<file path="config.mk">
export PLATFORM = sky130hd
export DESIGN_NAME = q2e_sqrt
export DESIGN_NICKNAME = d
export VERILOG_FILES = /design/src/rtl/q2e_pkg.sv /design/src/rtl/q2e_sqrt.sv
export SDC_FILE = /design/constraint.sdc
export NUM_CORES = 2
export LEC_CHECK = 0
export BUFFER_PORTS_ARGS = -buffer_cell sky130_fd_sc_hd__buf_2
export CAP_MARGIN = 20
export CORE_UTILIZATION = 55
export CTS_CLUSTER_SIZE = 8
export DETAILED_ROUTE_END_ITERATION = 10
export GPL_ROUTABILITY_DRIVEN = 0
export PLACE_DENSITY = 0.81
export SLEW_MARGIN = 25
export SYNTH_ARGS = -nofsm -noshare
export SYNTH_HDL_FRONTEND = slang
export SYNTH_SLANG_ARGS = --single-unit
</file>
<file path="constraint.sdc">
create_clock -name clk -period 16.55 [get_ports clk]
set_input_delay 4.1375 -clock clk [delete_from_list [all_inputs] [get_ports clk]]
set_output_delay 4.1375 -clock clk [all_outputs]
set_load 0.005 [all_outputs]
</file>
<file path="src/rtl/q2e_pkg.sv">
// ----------------------------------------------------------------------------
// q2e_pkg
// Shared types, constants and the arctangent table for the quaternion to
// Euler angle converter.
// ----------------------------------------------------------------------------
package q2e_pkg;

  localparam int ANGLE_ITER_DEF = 16;
  localparam int SQRT_STAGES    = 31;   // one result bit per stage
  localparam int OP_W           = 34;   // atan2 operand width
  localparam int ACC_W          = 34;   // angle accumulator, 2^31 = pi

  localparam logic [14:0] THRESH_RESET = 15'd32765;

  // register index (paddr[2])
  localparam logic REG_DIRECTION = 1'b0;
  localparam logic REG_THRESHOLD = 1'b1;

  // side data carried alongside the square root
  typedef struct packed {
    logic signed [31:0]     s;
    logic signed [OP_W-1:0] hy;
    logic signed [OP_W-1:0] hx;
    logic signed [OP_W-1:0] by;
    logic signed [OP_W-1:0] bx;
    logic                   lock;
    logic signed [15:0]     plock;
  } side_t;

  typedef struct packed {
    logic               lock;
    logic signed [15:0] plock;
  } lock_t;

  // atan(2^-i), 2^31 = pi
  function automatic logic [31:0] atan_entry(input int unsigned i);
    logic [31:0] v;
    case (i)
      0:  v = 32'h20000000;
      1:  v = 32'h12E4051E;
      2:  v = 32'h09FB385B;
      3:  v = 32'h051111D4;
      4:  v = 32'h028B0D43;
      5:  v = 32'h0145D7E1;
      6:  v = 32'h00A2F61E;
      7:  v = 32'h00517C55;
      8:  v = 32'h0028BE53;
      9:  v = 32'h00145F2F;
      10: v = 32'h000A2F98;
      11: v = 32'h000517CC;
      12: v = 32'h00028BE6;
      13: v = 32'h000145F3;
      14: v = 32'h0000A2FA;
      15: v = 32'h0000517D;
      16: v = 32'h000028BE;
      17: v = 32'h0000145F;
      18: v = 32'h00000A30;
      19: v = 32'h00000518;
      20: v = 32'h0000028C;
      21: v = 32'h00000146;
      22: v = 32'h000000A3;
      23: v = 32'h00000051;
      default: v = 32'h0;
    endcase
    return v;
  endfunction

endpackage

</file>
<file path="src/rtl/q2e_sqrt.sv">
// ----------------------------------------------------------------------------
// q2e_sqrt
// Pipelined floor square root of a 61-bit radicand, one root bit per stage.
// ----------------------------------------------------------------------------
module q2e_sqrt (
  input  logic        clk,
  input  logic        en,
  input  logic [60:0] rad,
  output logic [30:0] root
);
  import q2e_pkg::*;

  logic [60:0] rem_r  [0:SQRT_STAGES-1];
  logic [30:0] root_r [0:SQRT_STAGES-1];

  for (genvar k = 0; k < SQRT_STAGES; k++) begin : g_stage
    localparam int B = SQRT_STAGES - 1 - k;
    logic [60:0] rem_in;
    logic [30:0] root_in;
    logic [61:0] trial;

    if (k == 0) begin : g_first
      assign rem_in  = rad;
      assign root_in = '0;
    end else begin : g_next
      assign rem_in  = rem_r[k-1];
      assign root_in = root_r[k-1];
    end

    // (root + 2^B)^2 - root^2
    assign trial = ({31'b0, root_in} << (B + 1)) | (62'd1 << (2 * B));

    always_ff @(posedge clk) begin
      if (en) begin
        if ({1'b0, rem_in} >= trial) begin
          rem_r[k]  <= 61'({1'b0, rem_in} - trial);
          root_r[k] <= root_in | (31'd1 << B);
        end else begin
          rem_r[k]  <= rem_in;
          root_r[k] <= root_in;
        end
      end
    end
  end

  assign root = root_r[SQRT_STAGES-1];

endmodule

</file>
==> key figures <==
Critical path
  • WP data arrival: 8.41 ns
  • Crit-path max cell delay: 0.65 ns
  • WP data required: 17.20 ns
  • Slowest cell on crit path: buf_12
  • CP Class: in -> reg
  • Worst Path Buf+Inv: 4
  • Top delay family on crit path: buffers and inverters
  • Worst-path cell chain: buf_12 > buf_12 > buf_12 > nor4b_1 > nand2_1 > a2111oi_0 > nand4_1 > a311oi_4 > buf_4 > mux2_2
  • Kind of start point of the critical path: input port
  • CP Capture Type: register
  • Max FO, Critical Path: 171
  • Worst path most repeated cell: buf_12

Clocking
  • Post_cts resized: 0
  • CTS tree: yes
  • Htree depth: 5
  • Post-CTS Setup Inserts: 0
  • Worst-case clock buffer depth: 4
  • CTS hold repair buffers: 0
  • CTS root buf: clkbuf_16
  • Clock transition at path regs: 0.05 ns
  • Total CTS buffers: 341
  • Worst-skew pair later-pin latency: 0.97 ns
  • Sink Count: 2326

Logic synthesis
  • Synth Cell Area: 112500 um2
  • Ys async rst share: 0%
  • Ys Warns: 0
  • Mapped Nets: 9673
  • FF+latch count, synth: 2326
  • Netlist cell types: 83
  • Register area share after synthesis: 62.08%
  • Synth Area per Inst: 12.38 um2
  • EDFF count, synth: 2326
  • Cells after synthesis: 9087
  • Top FF cell, synth: edfxtp_1

Route
  • Pre-antenna DRT Iters: 11
  • Routed WL per cell: 23.07 um
  • Via density: 6.345
  • Initial DRC count: 10900
  • Number of remaining DRC errors: 0
  • Vias: 76470
  • Final WL: 278.1 mm
  • Final ANT Viol Nets: 0

Global routing
  • Met1 usage: 33.19%
  • GR met3 Demand/Resource: 6.779%
  • First-pass GRT wire length: 423.4 mm
  • Gr ovfl total: 0
  • Layer with the highest usage: met2
  • Number of global-route vias before repair: 74880
  • Tot GR Track Use: 26.48%
  • Pin count of the biggest net entering global routing: 198
  • GRT met2 Usage: 43.00%
  • Antenna violations before repair: 9

Floorplanning
  • Die area: 206400 um2
  • Core Area: 202700 um2
  • Ports: 94
  • Initial core utilization: 55.50%
  • Cell Rows: 165
  • Chip height: 454.3 um
  • Die X: 454.3 um

Placement
  • Pre-CTS setup slack: 7.951 ns
  • Hpwl dp: 197.4 mm
  • Placed insts: 11690
  • Number of port buffers: 93

Finish
  • Fillers: 14400
  • Reg area: 69850 um2
  • Final nets: 9948
  • Non-filler cells, final: 12050
  • Layout area overhead: 11.13%
  • Area of the multi-input gates: 39700 um2
  • Most frequent cells in the layout: 2326 x edfxtp_1, 723 x nand2_1, 629 x inv_1
  • Ratio of cells with drive above 1 in the final layout: 7.389%
  • Commonest non-fill, non-tap cell in the layout: edfxtp_1
  • Core Util, Final: 61.67%

STA
  • Final worst slack: 8.789 ns
  • Post-route clock skew: 0.09413 ns
  • Crit path time final: 7.761 ns
  • Final Max Slew Viols: 0
  • Setup-failing EPs final: 0
  • Fin Setup TNS: 0 ns
  • Slew margin rel.: 16.35%
  • Final period util: 46.89%
  • Worst-Margin Slew: 1.244 ns
  • Max Clk Rate: 0.1289 GHz
  • Unrepaired setup endpoints after global routing: no
  • Fin. Hold Viols: 0

Flow run
  • Max-cap viol count: 0

Hold path
  • Worst min path class: reg -> reg

Power
  • P per Cell Area: 142.2 nW/um2
  • Leak: 46.80 nW
  • Worst VDD drop: 0.1380 mV

Run status
  • Run status: complete, no violations
## registers in the layout (all words and copies together), names as in the netlist
signal  count
rem_r    1830
root_r    496
## cell usage after synthesis (all sizes together), types with 75 or more instances
| master | number | share of area, % |
|---|---|---|
| edfxtp | 2326 | 62 |
| clkbuf | 200 | 0.67 |
| a21o | 243 | 1.6 |
| xnor2 | 416 | 3.2 |
| nand2b | 107 | 0.59 |
| o21ai | 511 | 2.3 |
| ha | 523 | 5.8 |
| nor2 | 519 | 1.7 |
| nand3 | 156 | 0.69 |
| nor2b | 81 | 0.45 |
| nand2 | 723 | 2.4 |
| a21oi | 471 | 2.1 |
| mux2 | 75 | 0.75 |
| o21a | 89 | 0.59 |
| nor3 | 257 | 1.2 |
| nand4 | 158 | 0.88 |
| or3 | 98 | 0.55 |
| xor2 | 371 | 2.9 |
| inv | 629 | 2.1 |
| nor4 | 327 | 1.8 |
## where the power goes
| group | internal [W] | leakage, nW | switching, W |
|---|---|---|---|
| Sequential | 0.00749 | 22.4 | 0.000671 |
| Clock | 0.00364 | 4.32 | 0.00234 |
| Combinational | 0.00144 | 20.1 | 0.00219 |
| Total | 0.0126 | 46.8 | 0.00520 |
## layer usage
metal / part of all wire, % / up-vias
met1: 38 / 36760
li1: - / 34360
met3: 11 / 883
met4: 4.9 / 10
met2: 47 / 4457
met5: 0.022 / -
## logic make-up after synthesis
group | count (synthesis) | synth area share, %
multiplexers | 87 | 0.8574
AND/OR/NAND/NOR | 2811 | 12.91
flip-flops | 2326 | 62.08
AO/OA/AOI/OAI | 1711 | 9.388
adder cells (fa/ha/maj) | 523 | 5.816
XOR/XNOR | 787 | 6.126
buffers and inverters | 842 | 2.825
## worst paths after layout
path                                 from                 endpoint  slack [ns]  cells after the start
setup / recovery                       en  rem_r[1][270]$_DFFE_PP_        8.79                     10
hold / removal    rem_r[0][309]$_DFFE_PP_  rem_r[0][370]$_DFFE_PP_        0.37                      0
setup reg to reg  rem_r[1][736]$_DFFE_PP_  rem_r[1][847]$_DFFE_PP_       11.28                     11
hold reg to reg   rem_r[0][309]$_DFFE_PP_  rem_r[0][370]$_DFFE_PP_        0.37                      0
## layout make-up
type                       count  share of cell area, %
sequential                  2326                  55.86
multi-input combinational   5919                  31.75
clock buffer                 351                  6.940
tap                         2672                  2.674
inverter                     630                  1.891
timing repair buffer         144                 0.7916
clock inverter                 9                0.08906
antenna                        1               0.002001
## stage by stage
stage                     power, W  cell area, um2  hold slack, ns
after floorplan            0.01060          112500          0.4166
after global placement     0.01152          116100          0.4227
after detailed placement   0.01168          116100          0.4285
after CTS                  0.01769          124900          0.3919
after global routing       0.01842          125000          0.3866
final                      0.01778          125000          0.3736
## worst register-to-register path: stages, from the launching register on
cell      delay [ns]
edfxtp_1        0.39
ha_1            0.41
o21ai_0         0.18
a21oi_1         0.34
o21ai_0         0.22
a311oi_1        0.77
a22oi_1         0.28
o21ai_1         0.75
a31oi_1         0.37
nor4_1          0.85
nand4_1         0.21
xnor2_1         0.21
(Power assumes the default switching activity.)
